`src/rgbhsv_pkg.sv`:
```
// ----------------------------------------------------------------------------
// RGB to HSV pixel unit - shared package
// Default channel width, divider headroom and the hue sector offsets.
// ----------------------------------------------------------------------------
package rgbhsv_pkg;

    // Default width of one colour channel code
    localparam int COLOR_BITS_DEF = 16;

    // Extra bits the hue divisor (six times the chroma) needs over a channel
    localparam int HUE_EXTRA_BITS = 3;

    // Width of the hue sector offset code
    localparam int OFF_BITS = 3;

    // Hue sector offsets, in sixths of a turn
    localparam logic [OFF_BITS-1:0] OFF_RED      = 3'd0;
    localparam logic [OFF_BITS-1:0] OFF_GREEN    = 3'd2;
    localparam logic [OFF_BITS-1:0] OFF_BLUE     = 3'd4;
    localparam logic [OFF_BITS-1:0] OFF_RED_WRAP = 3'd6;

endpackage

```
`src/rgbhsv_rgb_if.sv`:
```
// ----------------------------------------------------------------------------
// RGB pixel channel
// Valid/ready channel that carries one RGB pixel per item.
// ----------------------------------------------------------------------------
interface rgbhsv_rgb_if #(
    parameter int COLOR_BITS = rgbhsv_pkg::COLOR_BITS_DEF
);
    logic                  valid;
    logic                  ready;
    logic [COLOR_BITS-1:0] red;
    logic [COLOR_BITS-1:0] green;
    logic [COLOR_BITS-1:0] blue;

    modport source (output valid, output red, output green, output blue, input ready);
    modport sink   (input valid, input red, input green, input blue, output ready);
endinterface

```
`src/rgbhsv_hsv_if.sv`:
```
// ----------------------------------------------------------------------------
// HSV pixel channel
// Valid/ready channel that carries one HSV pixel per item.
// ----------------------------------------------------------------------------
interface rgbhsv_hsv_if #(
    parameter int COLOR_BITS = rgbhsv_pkg::COLOR_BITS_DEF
);
    logic                  valid;
    logic                  ready;
    logic [COLOR_BITS-1:0] hue;
    logic [COLOR_BITS-1:0] saturation;
    logic [COLOR_BITS-1:0] brightness;

    modport source (output valid, output hue, output saturation, output brightness,
                    input ready);
    modport sink   (input valid, input hue, input saturation, input brightness,
                    output ready);
endinterface

```
`src/rgbhsv_div_step.sv`:
```
// ----------------------------------------------------------------------------
// RGB to HSV pixel unit - divider step
// One registered restoring step of both the hue and the saturation division.
// ----------------------------------------------------------------------------
module rgbhsv_div_step #(
    parameter int COLOR_BITS = rgbhsv_pkg::COLOR_BITS_DEF
) (
    input  logic                                                i_clk,
    input  logic                                                i_rst_n,
    input  logic                                                i_valid,
    output logic                                                o_ready,
    output logic                                                o_valid,
    input  logic                                                i_ready,
    input  logic [COLOR_BITS+rgbhsv_pkg::HUE_EXTRA_BITS-1:0]    i_hrem,
    input  logic [COLOR_BITS+rgbhsv_pkg::HUE_EXTRA_BITS-1:0]    i_hdiv,
    input  logic [COLOR_BITS-1:0]                               i_hquo,
    input  logic [COLOR_BITS-1:0]                               i_srem,
    input  logic [COLOR_BITS-1:0]                               i_squo,
    input  logic [COLOR_BITS-1:0]                               i_val,
    input  logic                                                i_grey,
    output logic [COLOR_BITS+rgbhsv_pkg::HUE_EXTRA_BITS-1:0]    o_hrem,
    output logic [COLOR_BITS+rgbhsv_pkg::HUE_EXTRA_BITS-1:0]    o_hdiv,
    output logic [COLOR_BITS-1:0]                               o_hquo,
    output logic [COLOR_BITS-1:0]                               o_srem,
    output logic [COLOR_BITS-1:0]                               o_squo,
    output logic [COLOR_BITS-1:0]                               o_val,
    output logic                                                o_grey
);
    import rgbhsv_pkg::*;

    localparam int HW = COLOR_BITS + HUE_EXTRA_BITS;

    logic            r_valid;
    logic [HW-1:0]   r_hrem;
    logic [HW-1:0]   r_hdiv;
    logic [COLOR_BITS-1:0] r_hquo;
    logic [COLOR_BITS-1:0] r_srem;
    logic [COLOR_BITS-1:0] r_squo;
    logic [COLOR_BITS-1:0] r_val;
    logic            r_grey;

    logic [HW:0]           h_shift;
    logic [HW:0]           h_diff;
    logic                  h_bit;
    logic [COLOR_BITS:0]   s_shift;
    logic [COLOR_BITS:0]   s_diff;
    logic                  s_bit;
    logic [HW-1:0]         n_hrem;
    logic [COLOR_BITS-1:0] n_hquo;
    logic [COLOR_BITS-1:0] n_srem;
    logic [COLOR_BITS-1:0] n_squo;

    // Hue: numerator bits below the remainder are all zero
    assign h_shift = {i_hrem, 1'b0};
    assign h_diff  = h_shift - {1'b0, i_hdiv};
    assign h_bit   = (h_shift >= {1'b0, i_hdiv});
    assign n_hrem  = h_bit ? h_diff[HW-1:0] : h_shift[HW-1:0];
    assign n_hquo  = {i_hquo[COLOR_BITS-2:0], h_bit};

    // Saturation: low numerator bits leave the top of i_squo as quotient bits enter
    assign s_shift = {i_srem, i_squo[COLOR_BITS-1]};
    assign s_diff  = s_shift - {1'b0, i_val};
    assign s_bit   = (s_shift >= {1'b0, i_val});
    assign n_srem  = s_bit ? s_diff[COLOR_BITS-1:0] : s_shift[COLOR_BITS-1:0];
    assign n_squo  = {i_squo[COLOR_BITS-2:0], s_bit};

    assign o_ready = !r_valid || i_ready;

    always_ff @(posedge i_clk) begin
        if (!i_rst_n) begin
            r_valid <= 1'b0;
        end else if (o_ready) begin
            r_valid <= i_valid;
        end
    end

    always_ff @(posedge i_clk) begin
        if (o_ready && i_valid) begin
            r_hrem <= n_hrem;
            r_hdiv <= i_hdiv;
            r_hquo <= n_hquo;
            r_srem <= n_srem;
            r_squo <= n_squo;
            r_val  <= i_val;
            r_grey <= i_grey;
        end
    end

    assign o_valid = r_valid;
    assign o_hrem  = r_hrem;
    assign o_hdiv  = r_hdiv;
    assign o_hquo  = r_hquo;
    assign o_srem  = r_srem;
    assign o_squo  = r_squo;
    assign o_val   = r_val;
    assign o_grey  = r_grey;

endmodule

```
`src/rgb_to_hsv_pixel_unit.sv`:
```
// ----------------------------------------------------------------------------
// RGB to HSV pixel unit
// Converts RGB pixels to hue, saturation and brightness in a deep pipeline.
//
//   Channel   Dir  Handshake      Payload
//   i_pix     in   valid/ready    red, green, blue         (COLOR_BITS each)
//   o_pix     out  valid/ready    hue, saturation, brightness (COLOR_BITS each)
//
// One pixel per clock while the output is not stalled; stages in order: max/min select,
// numerator setup, one restoring divider step per quotient bit, output register.
// Reset is synchronous and clears only the valid bits.
// Each stage holds while its successor is full and stalled; empty stages still
// fill, so the input keeps accepting while a result waits at the output.
// ----------------------------------------------------------------------------
module rgb_to_hsv_pixel_unit #(
    parameter int COLOR_BITS = rgbhsv_pkg::COLOR_BITS_DEF
) (
    input  logic          i_clk,
    input  logic          i_rst_n,
    rgbhsv_rgb_if.sink    i_pix,
    rgbhsv_hsv_if.source  o_pix
);
    import rgbhsv_pkg::*;

    localparam int W  = COLOR_BITS;
    localparam int HW = COLOR_BITS + HUE_EXTRA_BITS;

    // ---------------- stage 1: largest, smallest, sector ----------------
    logic                r1_valid;
    logic [W-1:0]        r1_val;
    logic [W-1:0]        r1_chroma;
    logic [W:0]          r1_num;
    logic [OFF_BITS-1:0] r1_off;
    logic                s1_ready;
    logic                s2_ready;

    logic                g_max;
    logic                red_ge_blue;
    logic [W-1:0]        n_val;
    logic [W-1:0]        n_min;
    logic [W:0]          n_num;
    logic [OFF_BITS-1:0] n_off;

    assign g_max       = (i_pix.green >= i_pix.red) && (i_pix.green >= i_pix.blue);
    assign red_ge_blue = (i_pix.red >= i_pix.blue);

    always_comb begin
        n_num = {1'b0, i_pix.red} - {1'b0, i_pix.green};
        n_off = OFF_BLUE;
        n_val = i_pix.blue;
        if (g_max) begin
            n_val = i_pix.green;
            n_num = {1'b0, i_pix.blue} - {1'b0, i_pix.red};
            n_off = OFF_GREEN;
        end else if (red_ge_blue) begin
            n_val = i_pix.red;
            n_num = {1'b0, i_pix.green} - {1'b0, i_pix.blue};
            // wrap into the last sixth of the turn
            n_off = n_num[W] ? OFF_RED_WRAP : OFF_RED;
        end
        if ((i_pix.red <= i_pix.green) && (i_pix.red <= i_pix.blue)) begin
            n_min = i_pix.red;
        end else if (i_pix.green <= i_pix.blue) begin
            n_min = i_pix.green;
        end else begin
            n_min = i_pix.blue;
        end
    end

    assign i_pix.ready = s1_ready;
    assign s1_ready    = !r1_valid || s2_ready;

    always_ff @(posedge i_clk) begin
        if (!i_rst_n) begin
            r1_valid <= 1'b0;
        end else if (s1_ready) begin
            r1_valid <= i_pix.valid;
        end
    end

    always_ff @(posedge i_clk) begin
        if (s1_ready && i_pix.valid) begin
            r1_val    <= n_val;
            r1_chroma <= n_val - n_min;
            r1_num    <= n_num;
            r1_off    <= n_off;
        end
    end

    // ---------------- stage 2: numerators and divisors ----------------
    logic [HW-1:0]   c_ext;
    logic [HW-1:0]   c_x2;
    logic [HW-1:0]   c_x4;
    logic [HW-1:0]   n_offc;
    logic [HW:0]     n_hsum;
    logic [HW-1:0]   n_hdiv;
    logic            n_grey;
    logic [W-1:0]    n_shi;
    logic [W-1:0]    n_slo;

    assign c_ext = {{(HW-W){1'b0}}, r1_chroma};
    assign c_x2  = {c_ext[HW-2:0], 1'b0};
    assign c_x4  = {c_ext[HW-3:0], 2'b0};

    always_comb begin
        case (r1_off)
            OFF_RED:      n_offc = '0;
            OFF_GREEN:    n_offc = c_x2;
            OFF_BLUE:     n_offc = c_x4;
            OFF_RED_WRAP: n_offc = c_x4 + c_x2;
            default:      n_offc = '0;
        endcase
    end

    // n = offset*chroma + num lies in [0, 6*chroma)
    assign n_hsum = {1'b0, n_offc} + {{(HW-W){r1_num[W]}}, r1_num};
    assign n_hdiv = c_x4 + c_x2;
    assign n_grey = (r1_chroma == '0);
    // chroma*(2^W-1) = (chroma-1)*2^W + (2^W-chroma)
    assign n_shi  = n_grey ? '0 : r1_chroma - {{(W-1){1'b0}}, 1'b1};
    assign n_slo  = ~r1_chroma + {{(W-1){1'b0}}, 1'b1};

    logic            st_valid [0:W];
    logic            st_ready [0:W];
    logic [HW-1:0]   st_hrem  [0:W];
    logic [HW-1:0]   st_hdiv  [0:W];
    logic [W-1:0]    st_hquo  [0:W];
    logic [W-1:0]    st_srem  [0:W];
    logic [W-1:0]    st_squo  [0:W];
    logic [W-1:0]    st_val   [0:W];
    logic            st_grey  [0:W];

    logic            r2_valid;
    logic [HW-1:0]   r2_hrem;
    logic [HW-1:0]   r2_hdiv;
    logic [W-1:0]    r2_srem;
    logic [W-1:0]    r2_squo;
    logic [W-1:0]    r2_val;
    logic            r2_grey;

    assign s2_ready = !r2_valid || st_ready[0];

    always_ff @(posedge i_clk) begin
        if (!i_rst_n) begin
            r2_valid <= 1'b0;
        end else if (s2_ready) begin
            r2_valid <= r1_valid;
        end
    end

    always_ff @(posedge i_clk) begin
        if (s2_ready && r1_valid) begin
            r2_hrem <= n_hsum[HW-1:0];
            r2_hdiv <= n_hdiv;
            r2_srem <= n_shi;
            r2_squo <= n_slo;
            r2_val  <= r1_val;
            r2_grey <= n_grey;
        end
    end

    assign st_valid[0] = r2_valid;
    assign st_hrem[0]  = r2_hrem;
    assign st_hdiv[0]  = r2_hdiv;
    assign st_hquo[0]  = '0;
    assign st_srem[0]  = r2_srem;
    assign st_squo[0]  = r2_squo;
    assign st_val[0]   = r2_val;
    assign st_grey[0]  = r2_grey;

    // ---------------- divider: one quotient bit per stage ----------------
    for (genvar k = 1; k <= W; k++) begin : g_step
        rgbhsv_div_step #(
            .COLOR_BITS (COLOR_BITS)
        ) u_step (
            .i_clk   (i_clk),
            .i_rst_n (i_rst_n),
            .i_valid (st_valid[k-1]),
            .o_ready (st_ready[k-1]),
            .o_valid (st_valid[k]),
            .i_ready (st_ready[k]),
            .i_hrem  (st_hrem[k-1]),
            .i_hdiv  (st_hdiv[k-1]),
            .i_hquo  (st_hquo[k-1]),
            .i_srem  (st_srem[k-1]),
            .i_squo  (st_squo[k-1]),
            .i_val   (st_val[k-1]),
            .i_grey  (st_grey[k-1]),
            .o_hrem  (st_hrem[k]),
            .o_hdiv  (st_hdiv[k]),
            .o_hquo  (st_hquo[k]),
            .o_srem  (st_srem[k]),
            .o_squo  (st_squo[k]),
            .o_val   (st_val[k]),
            .o_grey  (st_grey[k])
        );
    end

    // ---------------- output register ----------------
    logic         r_out_valid;
    logic [W-1:0] r_hue;
    logic [W-1:0] r_sat;
    logic [W-1:0] r_bright;

    assign st_ready[W] = !r_out_valid || o_pix.ready;

    always_ff @(posedge i_clk) begin
        if (!i_rst_n) begin
            r_out_valid <= 1'b0;
        end else if (st_ready[W]) begin
            r_out_valid <= st_valid[W];
        end
    end

    // drop the quotients of a grey pixel: both are zero
    always_ff @(posedge i_clk) begin
        if (st_ready[W] && st_valid[W]) begin
            r_hue    <= st_grey[W] ? '0 : st_hquo[W];
            r_sat    <= st_grey[W] ? '0 : st_squo[W];
            r_bright <= st_val[W];
        end
    end

    assign o_pix.valid      = r_out_valid;
    assign o_pix.hue        = r_hue;
    assign o_pix.saturation = r_sat;
    assign o_pix.brightness = r_bright;

    // ---------------- assertions ----------------
    a_black_zero: assert property (@(posedge i_clk) disable iff (!i_rst_n)
        (o_pix.valid && (o_pix.brightness == '0)) |->
            ((o_pix.saturation == '0) && (o_pix.hue == '0)))
        else $error("black pixel with non-zero hue or saturation");

    a_unsat_no_hue: assert property (@(posedge i_clk) disable iff (!i_rst_n)
        (o_pix.valid && (o_pix.saturation == '0)) |-> (o_pix.hue == '0))
        else $error("zero saturation with non-zero hue");

    a_wrap_negative: assert property (@(posedge i_clk) disable iff (!i_rst_n)
        (r1_valid && (r1_off == OFF_RED_WRAP)) |-> r1_num[W])
        else $error("wrapped red sector with non-negative difference");

    a_stage1_hold: assert property (@(posedge i_clk) disable iff (!i_rst_n)
        (r1_valid && !s2_ready) |=> (r1_valid && $stable(r1_chroma) && $stable(r1_num)))
        else $error("first stage changed while stalled");

endmodule
```
`src/flat_wrapper.sv`:
```
// flat-port wrapper written by rule: the top's interface ports become plain ports
module rgb_to_hsv_pixel_unit_flat import rgbhsv_pkg::*;
#(
    parameter int COLOR_BITS = rgbhsv_pkg::COLOR_BITS_DEF
)
  (i_clk, i_rst_n, i_pix_valid, i_pix_red, i_pix_green, i_pix_blue, i_pix_ready, o_pix_valid, o_pix_hue, o_pix_saturation, o_pix_brightness, o_pix_ready);
  rgbhsv_rgb_if #(.COLOR_BITS(COLOR_BITS)) i_pix_i ();
  rgbhsv_hsv_if #(.COLOR_BITS(COLOR_BITS)) o_pix_i ();
  input  logic i_clk;
  input  logic i_rst_n;
  input wire logic [$bits(i_pix_i.valid)-1:0] i_pix_valid;
  input wire logic [$bits(i_pix_i.red)-1:0] i_pix_red;
  input wire logic [$bits(i_pix_i.green)-1:0] i_pix_green;
  input wire logic [$bits(i_pix_i.blue)-1:0] i_pix_blue;
  output wire logic [$bits(i_pix_i.ready)-1:0] i_pix_ready;
  output wire logic [$bits(o_pix_i.valid)-1:0] o_pix_valid;
  output wire logic [$bits(o_pix_i.hue)-1:0] o_pix_hue;
  output wire logic [$bits(o_pix_i.saturation)-1:0] o_pix_saturation;
  output wire logic [$bits(o_pix_i.brightness)-1:0] o_pix_brightness;
  input wire logic [$bits(o_pix_i.ready)-1:0] o_pix_ready;
  assign i_pix_i.valid = i_pix_valid;
  assign i_pix_i.red = i_pix_red;
  assign i_pix_i.green = i_pix_green;
  assign i_pix_i.blue = i_pix_blue;
  assign i_pix_ready = i_pix_i.ready;
  assign o_pix_valid = o_pix_i.valid;
  assign o_pix_hue = o_pix_i.hue;
  assign o_pix_saturation = o_pix_i.saturation;
  assign o_pix_brightness = o_pix_i.brightness;
  assign o_pix_i.ready = o_pix_ready;
  rgb_to_hsv_pixel_unit #(.COLOR_BITS(COLOR_BITS)) u_core (.i_clk(i_clk), .i_rst_n(i_rst_n), .i_pix(i_pix_i), .o_pix(o_pix_i));
endmodule
```
`config.mk`:
```
export PLATFORM = sky130hd
export DESIGN_NAME = rgb_to_hsv_pixel_unit_flat
export DESIGN_NICKNAME = d
export VERILOG_FILES = /design/src/rgbhsv_pkg.sv /design/src/rgbhsv_rgb_if.sv /design/src/rgbhsv_hsv_if.sv /design/src/rgbhsv_div_step.sv /design/src/rgb_to_hsv_pixel_unit.sv /design/src/flat_wrapper.sv
export SDC_FILE = /design/constraint.sdc
export NUM_CORES = 2
export LEC_CHECK = 0
export BUFFER_PORTS_ARGS = -buffer_cell sky130_fd_sc_hd__buf_2
export CELL_PAD_IN_SITES_DETAIL_PLACEMENT = 0
export CELL_PAD_IN_SITES_GLOBAL_PLACEMENT = 2
export CORE_ASPECT_RATIO = 1.75
export CORE_MARGIN = 2
export CORE_UTILIZATION = 48
export DETAILED_ROUTE_END_ITERATION = 16
export PLACE_DENSITY = 0.88
export SYNTH_ARGS = -nofsm -noshare
export SYNTH_HDL_FRONTEND = slang
export SYNTH_SLANG_ARGS = --single-unit
export TNS_END_PERCENT = 100
```
`constraint.sdc`:
```
create_clock -name i_clk -period 23.7 [get_ports i_clk]
set_clock_uncertainty 0.2 [all_clocks]
set_input_delay 4.74 -clock i_clk [delete_from_list [all_inputs] [get_ports i_clk]]
set_output_delay 4.74 -clock i_clk [all_outputs]
set_load 0.005 [all_outputs]
```
==> results_dict.tcl <==
set metrics [dict create \
    antenna_found_initial 1 \
    synth_cell_type_count 92 \
    grt_pass1_vias 56200 \
    die_height_um 562 \
    finalSetupTns_ns 0 \
    cellLeakagePower_uw 0.0366 \
    grt_start_max_net_pins 97 \
    max_clock_freq_mhz 77.9 \
    worstPathMaxFanout 5 \
    postSynth.topFlopCell "sky130_fd_sc_hd__edfxtp_1" \
    clock_tree.root_cell "sky130_fd_sc_hd__clkbuf_16" \
    period_share_pct 54.2 \
    routabilityCongestion 0.901 \
    synthesis.area_per_instance_sq_um 11.7 \
    max-slew-margin-rel_pct 22.3 \
    synth.net_count 8022 \
    numClockSinks 1617 \
    cts.reportedPaths.clkPinSlew_ns 0.06 \
    worst_ep_required_time_ns 18.76 \
    synthArstFlopShare_pct 0 \
    chipWidth_um 323 \
    layout.cells.most_common_list "sky130_fd_sc_hd__edfxtp_1 (1598), sky130_fd_sc_hd__inv_1 (862), sky130_fd_sc_hd__ha_1 (656)" \
    outcome "complete, no violations" \
    power.share.clock_pct 35.2 \
    gr-total-overflow 0 \
    fp.coreArea_sq_um 177000 \
    crit_path_arrival_time_ns 7.90 \
    cts.path.max_buffers 4 \
    final_common_cell "sky130_fd_sc_hd__edfxtp_1" \
    total_iterations_of_the_first_detailed_routing_run 7 \
    cts_max_level 4 \
    dp_hpwl_um 146000 \
    post_synthesis_sequential_element_count 1617 \
    worstSkewPairLatency_ns 0.80 \
    dieArea_sq_um 182000 \
    layout-drive-gt1-share_pct 7.97 \
    postSynthCellCount 7278 \
    power_switching_uw 1870 \
    syn-cell-area_sq_um 85400 \
    ant_nets 0 \
    grt_first_pass_wirelength_um 289000 \
    postCtsSetupRepairBufs 0 \
    route.detailed.vias_per_inst 5.37 \
    drt_first_iter_violations 2174 \
    p_comb_share_pct 16.4 \
    holdBufCountCts 0 \
    grt_setup_unrepaired "no" \
    crit_path_end_kind "output pin" \
    post_cts_resize_count 0 \
    globalRouteTotalUtil_pct 20.3 \
    setup_viol 0 \
    tightest_pin_transition_ns 1.16 \
    sort_of_element_at_the_start_of_the_critical_path "primary input" \
    power.sequential.fraction_pct 48.4 \
    final-max-slew-violation-count 0 \
    drc 0 \
    initial_core_util_pct 48.4 \
    worst_hold_path_type "reg -> reg" \
    count_of_vias_placed_by_the_detailed_router 53500 \
    sw_frac_of_total_pct 26.8 \
    numCtsBuffers 159 \
    wire_length_reported_by_the_detailed_router_um 183000 \
    timing.setup.critical_path_class "in -> out" \
    final.min_clock_period_ns 12.84 \
    clock_tree_from_tritoncts "yes" \
    count_of_warnings_emitted_by_yosys 0 \
    finish.net_count 8217 \
    fin_area_sq_um 94000 \
    num_rows 204 \
    power.density_cell_area_nw_per_um2 74.3 \
    max_cap_viol_count 0 \
    area_growth_syn_to_layout_pct 9.99 \
    routed_wire_length_per_instance_um 18.4 \
    p_int_uw 5110 \
    post_synth_edffs 1598 \
    port_buffers 101 \
    floorplan.io_pins 102 \
    timing.final.hold_violations 0 \
    irDropWorstVdd_uv 50.8 \
    synth_sequential_area_ratio_pct 56.6 \
    n_fill_cell 15200 \
    dpl_cell_area_sq_um 89000 \
]
-- final timing paths --
path,from,endpoint,slack (ns),cells after the start
min reg2reg,u_core.g_step[7].u_step.o_hquo[0],u_core.g_step[8].u_step.o_hquo[1],0.19,0
max,o_pix_ready,i_pix_ready,10.86,9
max reg2reg,u_core.r1_chroma[0],u_core.r2_hrem[18],18.59,19
min,u_core.g_step[7].u_step.o_hquo[0],u_core.g_step[8].u_step.o_hquo[1],0.19,0
-- flip-flops by register name (all words and copies together), names as in the netlist, 17 cells and up --
signal / cells
u_core.g_step.u_step.o_squo: 249
u_core.r2_hrem: 19
u_core.g_step.u_step.o_hdiv: 248
u_core.g_step.u_step.o_val: 256
u_core.r1_num: 17
u_core.g_step.u_step.o_hrem: 270
u_core.g_step.u_step.o_srem: 240
u_core.g_step.u_step.o_hquo: 136
-- cell type report --
class	instances	area [sq um]	area share, %
Clock buffer	183	4150	4.42
Sequential cell	1617	48400	51.5
Multi-Input combinational cell	4673	33500	35.7
Inverter	871	3270	3.48
Clock inverter	96	837	0.891
Tap cell	2369	2960	3.15
Timing Repair Buffer	151	881	0.937
Antenna cell	1	2.50	0.00266
-- cells in the mapped netlist, drive strengths merged, types with 13 or more instances --
cell type | count | area share, %
fa | 36 | 0.84
inv | 871 | 3.8
nand4 | 111 | 0.81
o21bai | 46 | 0.40
and2 | 14 | 0.10
ha | 656 | 9.6
xnor2 | 290 | 3.0
o22ai | 16 | 0.15
edfxtp | 1598 | 56
mux2 | 129 | 1.7
dfxtp | 19 | 0.45
o41ai | 19 | 0.20
nor3 | 120 | 0.70
o2111ai | 16 | 0.18
buf | 54 | 0.33
a31oi | 46 | 0.47
nor2 | 431 | 1.9
and3 | 48 | 0.35
a21boi | 94 | 0.83
xor2 | 138 | 1.4
nand2 | 490 | 2.2
mux2i | 38 | 0.45
nand3 | 91 | 0.53
a21o | 160 | 1.4
o31ai | 67 | 0.61
a211o | 16 | 0.16
o21ai | 496 | 2.9
a21oi | 464 | 2.7
nand2b | 98 | 0.72
nor4 | 26 | 0.19
and4 | 14 | 0.14
nor2b | 137 | 1.0
o21a | 70 | 0.62
or2 | 33 | 0.24
or4 | 13 | 0.11
or3 | 53 | 0.39
a211oi | 48 | 0.42
clkbuf | 63 | 0.28
o211ai | 34 | 0.30
-- metrics by stage --
step	cells	util, %	hold WS [ns]	setup WS [ns]	power [uW]
floorplan	7278	-	0.200	10.58	4200
global placement	9681	50.4	0.201	11.05	4570
detailed placement	9681	50.4	0.205	10.95	4580
CTS	9960	53.2	0.197	10.89	7050
global route	9961	53.2	0.199	10.66	7260
finish	9961	53.2	0.194	10.86	6980
-- cell families (layout without fill, tap and decap cells) --
kind of cell	after synthesis	in the layout	synth area share (%)
buf+inv	988	1301	4.44
flops	1617	1617	56.6
xor+xnor	428	428	4.40
compound gates	1686	1686	12.4
other cells	0	1	0
simple gates	1700	1700	9.56
fa+ha+maj	692	692	10.4
mux	167	167	2.15
-- per-layer routing --
metal	GRT usage (%)	routed length, um	vias up
met2	44.8	113000	834
met5	0	0	-
met3	2.03	4120	520
met4	13.2	13500	0
met1	15.4	52100	25400
li1	-	-	26800
-- power by group through the flow --
stage / registers (uW) / logic, uW / clock network, uW
after floorplan: 3370 / 833 / 0
after global placement: 3440 / 1130 / 0
after detailed placement: 3440 / 1140 / 0
after CTS: 3380 / 1150 / 2520
after global routing: 3380 / 1260 / 2620
final: 3380 / 1140 / 2460
-- worst max-delay path: stages --
cell and delay [ns]:
sky130_fd_sc_hd__buf_2 0.10, sky130_fd_sc_hd__nor2b_1 0.33, sky130_fd_sc_hd__and3_1 0.40, sky130_fd_sc_hd__and3_1 0.34, sky130_fd_sc_hd__nand2_1 0.26, sky130_fd_sc_hd__nor3_1 0.90
sky130_fd_sc_hd__and4_1 0.56, sky130_fd_sc_hd__nand2_1 0.12, sky130_fd_sc_hd__buf_2 0.14
(Power assumes the default switching activity.)
